$ cat config.mk
export PLATFORM = sky130hd
export DESIGN_NAME = ptc_ctrl
export DESIGN_NICKNAME = d
export VERILOG_FILES = /design/src/sv/ptc_pkg.sv /design/src/sv/ptc_ctrl.sv
export SDC_FILE = /design/constraint.sdc
export NUM_CORES = 1
export LEC_CHECK = 0
export ABC_CLOCK_PERIOD_IN_PS = 1400
export BUFFER_PORTS_ARGS = -buffer_cell sky130_fd_sc_hd__buf_2
export CAP_MARGIN = 10
export CORE_UTILIZATION = 56
export CTS_BUF_LIST = sky130_fd_sc_hd__clkbuf_4 sky130_fd_sc_hd__clkbuf_8 sky130_fd_sc_hd__clkbuf_16
export DETAILED_ROUTE_END_ITERATION = 10
export GPL_TIMING_DRIVEN = 0
export PLACE_DENSITY = 0.91
export SLEW_MARGIN = 20
export SYNTH_ARGS = -nofsm -noshare
export SYNTH_HDL_FRONTEND = slang
export SYNTH_SLANG_ARGS = --single-unit
$ cat constraint.sdc
create_clock -name clk -period 1.4 [get_ports clk]
set_input_delay 0.28 -clock clk [delete_from_list [all_inputs] [get_ports clk]]
set_output_delay 0.28 -clock clk [all_outputs]
set_load 0.01 [all_outputs]
$ cat src/sv/ptc_pkg.sv
// ----------------------------------------------------------------------------
// ptc_pkg
// Shared types, stage counts and arithmetic helpers for the pressure and
// temperature compensation pipeline.
// ----------------------------------------------------------------------------
package ptc_pkg;

  localparam int FRONT_STAGES = 12;
  localparam int DIV_BITS     = 64;
  localparam int DIV_STAGES   = DIV_BITS + 2;
  localparam int BACK_STAGES  = 5;
  localparam int PIPE_STAGES  = FRONT_STAGES + DIV_STAGES + BACK_STAGES;

  typedef enum logic [1:0] {
    REG_CAL_TEMP    = 2'd0,
    REG_CAL_PRESS_A = 2'd1,
    REG_CAL_PRESS_B = 2'd2,
    REG_CAL_PRESS_C = 2'd3
  } ptc_reg_t;

  typedef struct packed {
    logic [31:0] fine;
    logic [31:0] centi;
  } ptc_temp_t;

  // 32-bit word times 17-bit signed coefficient, exact
  function automatic logic signed [49:0] mul_p(input logic [31:0] x,
                                               input logic signed [16:0] c);
    mul_p = $signed({1'b0, x}) * c;
  endfunction

  // rebuild a 64-bit wrapped product from its low and high word partials
  function automatic logic [63:0] join_p(input logic signed [49:0] lo,
                                         input logic signed [49:0] hi);
    join_p = 64'(lo) + {hi[31:0], 32'h0};
  endfunction

endpackage

$ cat src/sv/ptc_ctrl.sv
// ----------------------------------------------------------------------------
// ptc_ctrl
// Per-stage valid bits and load enables; bubbles close up one stage a cycle.
// ----------------------------------------------------------------------------
module ptc_ctrl import ptc_pkg::*; (
  input  logic                   clk,
  input  logic                   rst_n,
  input  logic                   in_valid,
  output logic                   in_ready,
  output logic                   out_valid,
  input  logic                   out_ready,
  output logic [PIPE_STAGES-1:0] en
);

  logic [PIPE_STAGES-1:0] v_r;
  logic [PIPE_STAGES-1:0] v_nxt;
  logic                   go;

  assign go        = !v_r[PIPE_STAGES-1] || out_ready;
  assign in_ready  = en[0];
  assign out_valid = v_r[PIPE_STAGES-1];

  always_comb begin
    for (int i = 0; i < PIPE_STAGES; i++) begin
      en[i] = go || !v_r[i];
    end
    for (int i = 0; i < PIPE_STAGES; i++) begin
      if (en[i]) begin
        v_nxt[i] = (i == 0) ? in_valid : v_r[(i == 0) ? 0 : i - 1];
      end else if (i < PIPE_STAGES - 1 && en[(i < PIPE_STAGES - 1) ? i + 1 : i]) begin
        v_nxt[i] = 1'b0;
      end else begin
        v_nxt[i] = v_r[i];
      end
    end
  end

  always_ff @(posedge clk) begin
    if (!rst_n) begin
      v_r <= '0;
    end else begin
      v_r <= v_nxt;
    end
  end

endmodule

Word-level counts from Yosys, hierarchy flattened
Cells that the tools add are included.
{"block": "classes", "muxes": 164, "reduce_logical": 249}
{"op": "two-way mux 1 bit", "count": 164}
{"op": "nonzero test 2 bit", "count": 82}
{"op": "logical OR 1 bit", "count": 84}
{"op": "zero test 1 bit", "count": 83}
{"block": "word_totals", "in_bits": 4, "reg_bits": 83, "elab_cells": 496}

Logic depth before layout (Yosys ltp)
Gate-level depths: netlist of the first run.
{"block": "depth", "ltp_word": 5, "mapped_depth": 4}

Least setup slack after synthesis of the first run
No wires, ideal clock.
{"block": "synth_path", "kind": "flip-flop to output port", "startpoint": "register v_r[82]", "endpoint": "output port en[0]", "n_path_buf": 3, "path_stages_with_launch": 5, "arrival_ns": 1.035, "required_ns": 1.120, "slack_ns": 0.085, "path_cell_list": "dfxtp_1 > buf_6 > buf_12 > nand3b_4 > buf_4"}
{"block": "synth_via", "elab_chain_cells": 3}
{"item": "start: declaration", "line": "ptc_ctrl.sv:15", "text": "logic [PIPE_STAGES-1:0] v_r;"}
{"item": "start signal: assignment", "line": "ptc_ctrl.sv:42", "text": "v_r <= v_nxt;"}
{"item": "zero test 1 bit", "line": "ptc_ctrl.sv:19", "text": "assign go = !v_r[PIPE_STAGES-1] || out_ready;"}
{"item": "logical OR 1 bit", "line": "ptc_ctrl.sv:19"}
{"item": "logical OR 1 bit", "line": "ptc_ctrl.sv:25", "text": "en[i] = go || !v_r[i];"}
{"item": "end: declaration", "line": "ptc_ctrl.sv:12", "text": "output logic [PIPE_STAGES-1:0] en"}
Every way passes these cells.

Final worst setup path of the first run
{"block": "layout_path", "startpoint": "register v_r[82]", "endpoint": "output port en[3]"}
Same word-level chain as after synthesis.

==> impl_results.md, run 1 <==
- Outcome: finished with violations
- Failing checks: negative setup slack
- Worst setup path start: v_r[82]
- IR drop worst, VDD: 0.563 mV
- TNS Setup: -17.09 ns
- RSZ-0062 raised after global routing: yes
- Crit Path Max Fanout: 10
- CP delay by family, top: buffers and inverters
- RR Startpoint: v_r[82]
- Switch Pwr: 0.961 mW
- Core Region: 7810 um2
- Sw Ratio: 20.4%
- Root Buffer: clkbuf_8
- DRT Pass-1 Iters: 6
- Post-synthesis mux area share: 17.8%
- IO Count: 89
- HPWL after detailed placement: 6650 um
- Synth Area per Inst: 12.6 um2
- Largest net degree at the start of global routing: 15
- Most common cell after layout, fill and taps aside: nand2_1
- Register share of total power: 50.4%
- Max FFs per register: 83
- Tcrit/Tclk final: 119%
- H-tree Lvls: 3
- DRC Markers: 0
- Tmin final: 1.67 ns
- Critical Path AT: 1.39 ns
- Final std cells w/o fill: 611
- Register area share after synthesis: 36.5%
- Final net count: 508
- Crit path capture type: primary output
- Initial antenna violation count: 0
- CP Cell Sequence: buf_12 > buf_12 > buf_16 > nand3b_4 > buf_2
- Routed vias/inst: 5.24
- Chip height: 92.2 um
- CP peak stage delay: 0.37 ns
- Cells on worst reg2reg path: 7
- Flop2flop setup slack: 0 ns
- Met3 Wirelength: 495 um
- Die Width: 92.2 um
- Internal: 3.74 mW
- Detail Route Antenna Nets: 0
- Worst hold path startpoint: in_valid
- Port Buf Inserts: 86
- Hold-fix buffers, CTS: 0
- Slew Viols, Final: 0
- Mapped Cells: 362
- Rel. slew slack: 67.5%
- Skew final: 0.0139 ns
- FMAX: 600 MHz
- Post-Synth Adder-Cell Area: 0%
- Fin. Hold Viols: 0
- Pwr Total: 4.70 mW
- Row cnt: 32
- Xor/xnor share of the synthesized area: 0%
- GPL Wtd Cong: 0.762
- Gate power share: 4.1%
- Cell area after synthesis: 4550 um2
- Met2 wire length: 5930 um
- Startpoint Class: register
- Max cap viols: 0
- Terminus of the critical flop-to-flop path: v_r[12]
- Die area: 8500 um2
- Fraction of layout cells with a size suffix above 1: 48.3%
- Vias post-DR: 3204
- Fin worst setup slack: -0.266 ns
- Synth warnings: 0
- Worst min-delay path class: primary input to register
- Vias in the first global route: 3379
- Initial core utilization: 58.3%
- LEAKAGE: 4.96 nW
- Post-Syn Nets: 366
- Sink Count: 83
- Final wirelength: 10600 um
- Worst path slowest cell: dfxtp_2
- Simple-gate share of the synthesized area: 39.8%
- WP depth: 5
- Critical Path Sink: en[3]
- Worst slew pin tran: 0.488 ns
- WL met1: 4090 um
- Kind of critical path: register to primary output
- Largest reg by FF count: v_r
- WP buf/inv: 4
- Largest family of logic cells by synthesized area: simple AND/OR/NAND/NOR gates
- Reg clk slew, reported paths: 0.09 ns
- #FFs+latches synth: 83
- Required @ worst endpoint: 1.12 ns
- TritonCTS clock tree: done
- GRT overflow: 0
- Drt initial violations: 95
- Final Setup Violations: 84
- Clk buf depth: 2
- N_diodes: 0
- Total track usage: 24.3%
- Wire per inst: 17.4 um
- Commonest cells after routing, fill and taps aside: nand2_1 (83), dfxtp_1 (82), mux2i_1 (81), buf_6 (71), nand3b_4 (70)
- DR top layer: met4
- Total CTS buffers: 9
- Clock share of power: 45.5%
- Regs by FF count: v_r: 83 flops
- Post-synthesis cell type count: 14
- Cell mode on critical path: buf_12
- Area grow syn2layout: 38.0%
- Hold slack: 0.202 ns
- Cell count after placement: 550
- Synth Area in Compound Gates: 0.330%
- Power Density: 748 nW/um2
- Worst-Skew Late Latency: 0.34 ns
- Global-route wire length before repair: 16200 um
-- cells by family (layout without fill, tap and decap cells) --
family	after synthesis	in the layout
flops	83	83
mux	81	81
compound gates	2	2
buf+inv	30	177
simple gates	166	166
-- metrics by stage --
stage | utilization [%] | setup slack [ns] | instance area, um2
global route | 80.5 | -0.309 | 6280
global placement | 65.5 | -0.0278 | 5110
detailed placement | 65.5 | -0.0354 | 5110
floorplan | - | 0.0851 | 4550
finish | 80.5 | -0.266 | 6280
CTS | 76.6 | -0.259 | 5980
-- synthesized netlist by cell type (all sizes together) --
| cell type | n | area [um2] |
|---|---|---|
| and3b | 1 | 8.76 |
| inv | 2 | 7.51 |
| mux2i | 81 | 811 |
| nand3b | 81 | 1480 |
| nand2 | 83 | 312 |
| clkbuf | 4 | 15.0 |
| nor2b | 1 | 6.26 |
| dfxtp | 83 | 1660 |
| o21a | 2 | 15.0 |
| buf | 24 | 234 |
-- power by group through the flow --
| stage | Sequential [mW] | Combinational, mW | Clock [mW] |
|---|---|---|---|
| 6_report | 2.37 | 0.193 | 2.14 |
| 2_1_floorplan | 2.42 | 0.160 | 0 |
| 5_1_grt | 2.37 | 0.206 | 2.27 |
| 4_1_cts | 2.37 | 0.193 | 2.17 |
| 3_3_place_gp | 2.42 | 0.189 | 0 |
| 3_5_place_dp | 2.42 | 0.190 | 0 |
-- final cells by class --
class | count | area (um2)
Tap cell | 102 | 128
Sequential cell | 83 | 1660
Inverter | 2 | 7.51
Buffer | 26 | 267
Clock inverter | 5 | 108
Fill cell | 444 | 1520
Multi-Input combinational cell | 249 | 2650
Timing Repair Buffer | 133 | 1320
Clock buffer | 11 | 145
-- worst min-delay path: cells and delay by family --
kind	cells	cell delay, ns
buffers and inverters	1	0.11
AND/OR/NAND/NOR	1	0.05
multiplexers	1	0.06
-- worst min path at each step --
stage | endpoint | cells after the start | slack (ns)
floorplan | v_r[0] | 2 | 0.42
global route | v_r[0] | 3 | 0.21
CTS | v_r[0] | 3 | 0.19
detailed placement | v_r[71] | 2 | 0.48
finish | v_r[0] | 3 | 0.20
global placement | v_r[80] | 2 | 0.46
-- layer usage --
layer | vias up | track usage, %
li1 | 1545 | -
met1 | 1550 | 25.7
met2 | 97 | 46.7
met3 | 12 | 6.05
met4 | 0 | 7.42
met5 | - | 0
-- timing repair --
item / CTS / global route
endpoints found under the setup margin: 84 / 84
resized for setup: 67 / 22
gates cloned: 1 / 2
setup buffers: 20 / 27
pin swaps: 0 / 3
Power figures use the tool's default switching activity.
==> run 2, diff against run 1 <==
- ABC_AREA: unset -> 1
- CORE_UTILIZATION: 56 -> 54
- PLACE_DENSITY: 0.91 -> 0.89
==> impl_results.md, run 2 <==
- RSZ-0062 raised after global routing: yes (unchanged)
- Root Buffer: clkbuf_8 (unchanged)
- Crit Path Max Fanout: 10 (unchanged)
- # fillers: 602 (was 444)
- Post-synthesis cell type count: 11 (was 14)
- Pwr Total: 4.53 mW (was 4.70 mW)
- Placed Instance Area: 4660 um2 (was 5110 um2)
- Share of the synthesized area in the top cell type: 40.6% (was 36.5%)
- Core Region: 7290 um2 (was 7810 um2)
- Worst hold path startpoint: rst_n (was in_valid)
- LEAKAGE: 2.20 nW (was 4.96 nW)
- Chip height: 89.1 um (was 92.2 um)
- FMAX: 622 MHz (was 600 MHz)
- Sw Ratio: 22.6% (was 20.4%)
- Hold-fix buffers, CTS: 0 (unchanged)
- Hold depth: 3 (unchanged)
- Required @ worst endpoint: 1.12 ns (about the same)
- Clk buf depth: 2 (unchanged)
- CP delay by family, top: buffers and inverters (unchanged)
- Outcome: finished with violations (unchanged)
- Final net count: 734 (was 508)
- Largest reg by FF count: v_r (unchanged)
- Commonest cells after routing, fill and taps aside: nand2_1 (162), buf_2 (89), inv_1 (85), dfxtp_1 (82) (was nand2_1 (83), dfxtp_1 (82), mux2i_1 (81), buf_6 (71), nand3b_4 (70))
- Wire per inst: 14.5 um (was 17.4 um)
- Cells on worst reg2reg path: 5 (was 7)
- TritonCTS clock tree: done (unchanged)
- Register share of total power: 52.3% (was 50.4%)
- Most frequent cells after synthesis: nand2_1 (163), inv_1 (85), dfxtp_1 (83) (was dfxtp_1 (83), nand2_1 (83), mux2i_1 (81))
- Crit path capture type: primary output (unchanged)
- Startpoint Class: register (unchanged)
- Largest net degree at the start of global routing: 14 (was 15)
- Switch Pwr: 1.02 mW (was 0.961 mW)
- Post-synth top area cell: dfxtp_1 (unchanged)
- Initial antenna violation count: 0 (unchanged)
- Clock share of power: 43.6% (was 45.5%)
- Port Buf Inserts: 88 (was 86)
- IR drop worst, VDD: 0.711 mV (was 0.563 mV)
- Skew final: 0.0104 ns (was 0.0139 ns)
- Fraction of layout cells with a size suffix above 1: 23.1% (was 48.3%)
- Drt initial violations: 303 (was 95)
- Gate power share: 4.1% (about the same)
- IO Count: 89 (unchanged)
- Worst min-delay path class: primary input to register (unchanged)
- Die Width: 89.1 um (was 92.2 um)
- Total track usage: 31.2% (was 24.3%)
- Post-route cell area: 5280 um2 (was 6280 um2)
- Post-Syn Nets: 627 (was 366)
- Async SR Flop Fraction: 0% (unchanged)
- Initial core utilization: 56.1% (was 58.3%)
- Max FFs per register: 83 (unchanged)
- Mapped Cells: 623 (was 362)
- Die area: 7930 um2 (was 8500 um2)
- Worst path slowest cell: dfxtp_4 (was dfxtp_2)
- Regs by FF count: v_r: 83 flops (unchanged)
- Worst slew pin tran: 0.469 ns (was 0.488 ns)
- Flop2flop setup slack: 0.03 ns (was 0 ns)
- Cell area after synthesis: 4090 um2 (was 4550 um2)
- Fin. Hold Viols: 0 (unchanged)
- Reg clk slew, reported paths: 0.09 ns (about the same)
- WP buf/inv: 3 (was 4)
- CP peak stage delay: 0.38 ns (was 0.37 ns)
- Kind of critical path: register to primary output (unchanged)
- Worst-Skew Late Latency: 0.36 ns (was 0.34 ns)
- Register area share after synthesis: 40.6% (was 36.5%)
- Synth Flop Type: dfxtp_1 (unchanged)
- Synth warnings: 0 (unchanged)
- N_diodes: 0 (unchanged)
- RR Startpoint: v_r[82] (unchanged)
- Internal: 3.50 mW (was 3.74 mW)
- Total CTS buffers: 9 (unchanged)
- Vias post-DR: 4638 (was 3204)
- Hold worst-path end: v_r[78] (was v_r[0])
- Detail Route Antenna Nets: 0 (unchanged)
- Routed vias/inst: 5.56 (was 5.24)
- Fin worst setup slack: -0.209 ns (was -0.266 ns)
- EDFF count, synth: 0 (unchanged)
- Global-route wire length before repair: 19100 um (was 16200 um)
- Top post-synthesis cells by area: dfxtp_1 (41%), nand2_1 (15%), nand4_1 (12%), nand3_1 (10%), inv_1 (7.8%) (was dfxtp_1 (36%), nand3b_4 (31%), mux2i_1 (18%), nand2_1 (6.8%), buf_12 (3.1%))
- Vias in the first global route: 4272 (was 3379)
- Most common cell in the netlist: nand2_1
- Slew Viols, Final: 0 (unchanged)
- Most common cell after layout, fill and taps aside: nand2_1 (unchanged)
- Synth Area per Inst: 6.57 um2 (was 12.6 um2)
- Critical Path AT: 1.33 ns (was 1.39 ns)
- DRC Markers: 0 (unchanged)
- Final wirelength: 12100 um (was 10600 um)
- Failing checks: negative setup slack (unchanged)
- Terminus of the critical flop-to-flop path: v_r[45] (was v_r[12])
- Final Setup Violations: 84 (unchanged)
- Row cnt: 31 (was 32)
- GPL Wtd Cong: 0.832 (was 0.762)
- Tmin final: 1.61 ns (was 1.67 ns)
- Power Density: 858 nW/um2 (was 748 nW/um2)
- GRT overflow: 0 (unchanged)
- Max cap viols: 0 (unchanged)
- Area grow syn2layout: 28.9% (was 38.0%)
- H-tree Lvls: 3 (unchanged)
- Worst setup path start: v_r[82] (unchanged)
- Tcrit/Tclk final: 115% (was 119%)
- Rel. slew slack: 68.7% (was 67.5%)
- Sink Count: 83 (unchanged)
- HPWL after detailed placement: 7700 um (was 6650 um)
- CP Cell Sequence: buf_12 > buf_6 > nand3_1 > buf_2 (was buf_12 > buf_12 > buf_16 > nand3b_4 > buf_2)
- DRT Pass-1 Iters: 5 (was 6)
- #FFs+latches synth: 83 (unchanged)
[run 2: changes by cell type after synthesis, sizes merged, moves of 4 or more]
cell,previous run,this run
buf,24,37
nand2,83,163
inv,2,86
mux2i,81,0
clkbuf,4,8
nand4,0,81
nand3b,81,0
nor2,0,81
nand3,0,82
[run 2: kinds of logic (layout without fill, tap and decap cells)]
family                 Yosys count  count (layout)  synth area share, %
buffers and inverters          131             243                 14.4
AOI/OAI and AO/OA                2               2                0.245
and+or+nand+nor                407             407                 44.8
DFF                             83              83                 40.6
[run 2: how the worst max path moves through the flow]
| stage | to | slack (ns) | depth (start not counted) |
|---|---|---|---|
| after floorplan | en[0] | 0.09 | 4 |
| after global routing | en[0] | -0.25 | 5 |
| after global placement | en[0] | -0.09 | 7 |
| after CTS | en[19] | -0.21 | 5 |
| after detailed placement | en[0] | -0.09 | 7 |
| final | en[79] | -0.21 | 4 |
[run 2: stage by stage]
| stage | setup TNS [ns] | setup WS, ns | cells | util [%] | hold slack [ns] |
|---|---|---|---|---|---|
| finish | -13.67 | -0.209 | 834 | 72.3 | 0.152 |
| global route | -18.14 | -0.253 | 834 | 72.3 | 0.156 |
| CTS | -14.34 | -0.214 | 833 | 71.4 | 0.148 |
| detailed placement | -0.116 | -0.0895 | 810 | 63.9 | 0.472 |
| global placement | -0.108 | -0.0854 | 810 | 63.9 | 0.467 |
| floorplan | 0 | 0.0889 | 623 | - | 0.401 |
[run 2: layer usage]
layer	GRT usage [%]	up-vias	part of all wire (%)
li1	-	2231	-
met1	35.5	2162	40
met2	54.1	196	50
met3	9.42	49	6.9
met4	14.3	0	2.9
met5	0	-	0
[run 2: layout make-up]
class	count	area [um2]	share of cell area [%]
Timing Repair Buffer	96	611	11.6
Clock inverter	4	73.8	1.40
Multi-Input combinational cell	409	1990	37.6
Buffer	45	340	6.45
Clock buffer	12	153	2.89
Sequential cell	83	1670	31.6
Tap cell	99	124	2.35
Inverter	86	323	6.12
[run 2: worst min-delay path, cell delays in order]
cell,delay [ns]
buf_2,0.11
nand2_1,0.06
nor2_1,0.03
[run 2: timing repair]
| item | 4_1_cts | 5_1_grt |
|---|---|---|
| gates cloned | 3 | 0 |
| setup endpoints to repair | 84 | 84 |
| buffers inserted | 4 | 2 |
| resized for setup | 52 | 15 |
| endpoints found under the hold margin | 0 | 0 |
[run 2: power groups by stage]
stage | clock network (mW) | logic (mW) | registers [mW]
2_1_floorplan | 0 | 0.121 | 2.42
3_3_place_gp | 0 | 0.168 | 2.42
3_5_place_dp | 0 | 0.170 | 2.42
4_1_cts | 1.98 | 0.178 | 2.37
5_1_grt | 2.06 | 0.199 | 2.37
6_report | 1.97 | 0.187 | 2.37
==> run 3, diff against run 2 <==
- CTS_CLUSTER_DIAMETER: unset -> 50
- SETUP_SLACK_MARGIN: unset -> 0.2
==> impl_results.md, run 3 (same netlist as run 2, synthesis figures left out) <==
- Outcome: finished with violations (unchanged)
- Failing checks: negative setup slack (unchanged)
- Terminus of the critical flop-to-flop path: v_r[43] (was v_r[45])
- Startpoint Class: register (unchanged)
- Die Width: 89.1 um (unchanged)
- Global-route wire length before repair: 18700 um (was 19100 um)
- Vias in the first global route: 4305 (was 4272)
- Initial core utilization: 56.1% (unchanged)
- Root Buffer: clkbuf_8 (unchanged)
- GPL Wtd Cong: 0.816 (was 0.832)
- Pwr Total: 4.90 mW (was 4.53 mW)
- Chip height: 89.1 um (unchanged)
- Tmin final: 1.64 ns (was 1.61 ns)
- Worst-Skew Late Latency: 0.36 ns (about the same)
- Most common cell after layout, fill and taps aside: nand2_1 (unchanged)
- Hold worst-path end: v_r[78] (unchanged)
- IO Count: 89 (unchanged)
- LEAKAGE: 2.36 nW (was 2.20 nW)
- Fraction of layout cells with a size suffix above 1: 25.4% (was 23.1%)
- Crit Path Max Fanout: 10 (unchanged)
- Hold depth: 3 (unchanged)
- Worst hold path startpoint: rst_n (unchanged)
- Sink Count: 83 (unchanged)
- TritonCTS clock tree: done (unchanged)
- Detail Route Antenna Nets: 0 (unchanged)
- Hold-fix buffers, CTS: 0 (unchanged)
- DRC Markers: 0 (unchanged)
- Hold slack: 0.186 ns (was 0.152 ns)
- IR drop worst, VDD: 0.567 mV (was 0.711 mV)
- Area grow syn2layout: 39.4% (was 28.9%)
- Routed vias/inst: 5.69 (was 5.56)
- Port Buf Inserts: 88 (unchanged)
- N_diodes: 0 (unchanged)
- HPWL after detailed placement: 7430 um (was 7700 um)
- GRT overflow: 0 (unchanged)
- Power Density: 859 nW/um2 (was 858 nW/um2)
- # fillers: 481 (was 602)
- RSZ-0062 raised after global routing: yes (unchanged)
- Total track usage: 30.1% (was 31.2%)
- Tcrit/Tclk final: 117% (was 115%)
- Core Region: 7290 um2 (unchanged)
- Vias post-DR: 4846 (was 4638)
- Largest reg by FF count: v_r (unchanged)
- RR Startpoint: v_r[82] (unchanged)
- Pre-CTS setup slack: -0.0643 ns (was -0.0895 ns)
- FMAX: 611 MHz (was 622 MHz)
- Regs by FF count: v_r: 83 flops (unchanged)
- Slew Viols, Final: 0 (unchanged)
- Wire per inst: 15.5 um (was 14.5 um)
- Drt initial violations: 530 (was 303)
- Flop2flop setup slack: 0.02 ns (was 0.03 ns)
- Placed Instance Area: 4670 um2 (was 4660 um2)
- Row cnt: 31 (unchanged)
- Final Setup Violations: 84 (unchanged)
- Initial antenna violation count: 0 (unchanged)
- Die area: 7930 um2 (unchanged)
- DRT Pass-1 Iters: 7 (was 5)
- Fin worst setup slack: -0.235 ns (was -0.209 ns)
- Final net count: 751 (was 734)
- Total CTS buffers: 9 (unchanged)
- Worst min-delay path class: primary input to register (unchanged)
- Final wirelength: 13200 um (was 12100 um)
- Max FFs per register: 83 (unchanged)
- Required @ worst endpoint: 1.12 ns (about the same)
- Rel. slew slack: 65.5% (was 68.7%)
- Fin. Hold Viols: 0 (unchanged)
- Kind of critical path: register to primary output (unchanged)
- H-tree Lvls: 3 (unchanged)
- Worst slew pin tran: 0.517 ns (was 0.469 ns)
- Crit path capture type: primary output (unchanged)
- Reg clk slew, reported paths: 0.09 ns (about the same)
- Post-route cell area: 5700 um2 (was 5280 um2)
- Largest net degree at the start of global routing: 15 (was 14)
- Cells on worst reg2reg path: 8 (was 5)
- Critical Path AT: 1.36 ns (was 1.33 ns)
- Commonest cells after routing, fill and taps aside: nand2_1 (162), inv_1 (85), dfxtp_1 (82), nand4_1 (81), buf_2 (81) (was nand2_1 (162), buf_2 (89), inv_1 (85), dfxtp_1 (82))
- Max cap viols: 0 (unchanged)
- Skew final: 0.0124 ns (was 0.0104 ns)
- Clk buf depth: 2 (unchanged)
-- run 3: what timing repair did --
item	in CTS	in global routing
endpoints found under the setup margin	103	155
gates cloned	6	3
pin swaps	2	30
resized for setup	77	24
buffers inserted	8	8
endpoints found under the hold margin	0	0
-- run 3: metrics by stage --
stage	util [%]	setup TNS, ns	instances
6_report	78.2	-13.31	851
2_1_floorplan	-	0	623
3_3_place_gp	64.0	-0.103	810
4_1_cts	74.7	-12.33	840
5_1_grt	78.2	-16.57	851
3_5_place_dp	64.0	-0.137	810
-- run 3: power by group --
part / internal, mW / leakage (nW) / switching [mW] / total, mW
Clock: 1.42 / 0.133 / 0.924 / 2.34
Combinational: 0.0467 / 1.56 / 0.147 / 0.194
Sequential: 2.36 / 0.670 / 0.00534 / 2.37
Total: 3.83 / 2.36 / 1.08 / 4.90
-- run 3: worst max-delay path by stage --
stage	to	cells after the start	slack, ns	from
6_report	en[5]	4	-0.24	v_r[82]
5_1_grt	en[19]	5	-0.27	v_r[82]
4_1_cts	en[22]	5	-0.20	v_r[82]
3_5_place_dp	en[0]	7	-0.06	out_ready
3_3_place_gp	en[0]	7	-0.06	out_ready
2_1_floorplan	en[0]	4	0.22	v_r[82]
-- run 3: area by class of cell --
class / count / area, um2 / share of cell area (%)
multi-input combinational: 409 / 2040 / 35.7
sequential: 83 / 1670 / 29.2
timing repair buffer: 113 / 886 / 15.5
buffer: 45 / 397 / 6.95
inverter: 86 / 323 / 5.66
clock buffer: 10 / 138 / 2.41
clock inverter: 6 / 136 / 2.39
tap: 99 / 124 / 2.17
-- run 3: layer usage --
layer	track usage (%)	wire (um)
met1	34.3	5260
met2	52.4	6560
met3	6.83	945
met4	16.7	419
met5	0	0
-- run 3: worst max-delay path, stage by stage, from the launching register on --
cell and delay [ns]:
dfxtp_4 0.38, buf_8 0.13, buf_4 0.17, nand3_1 0.15
buf_2 0.18
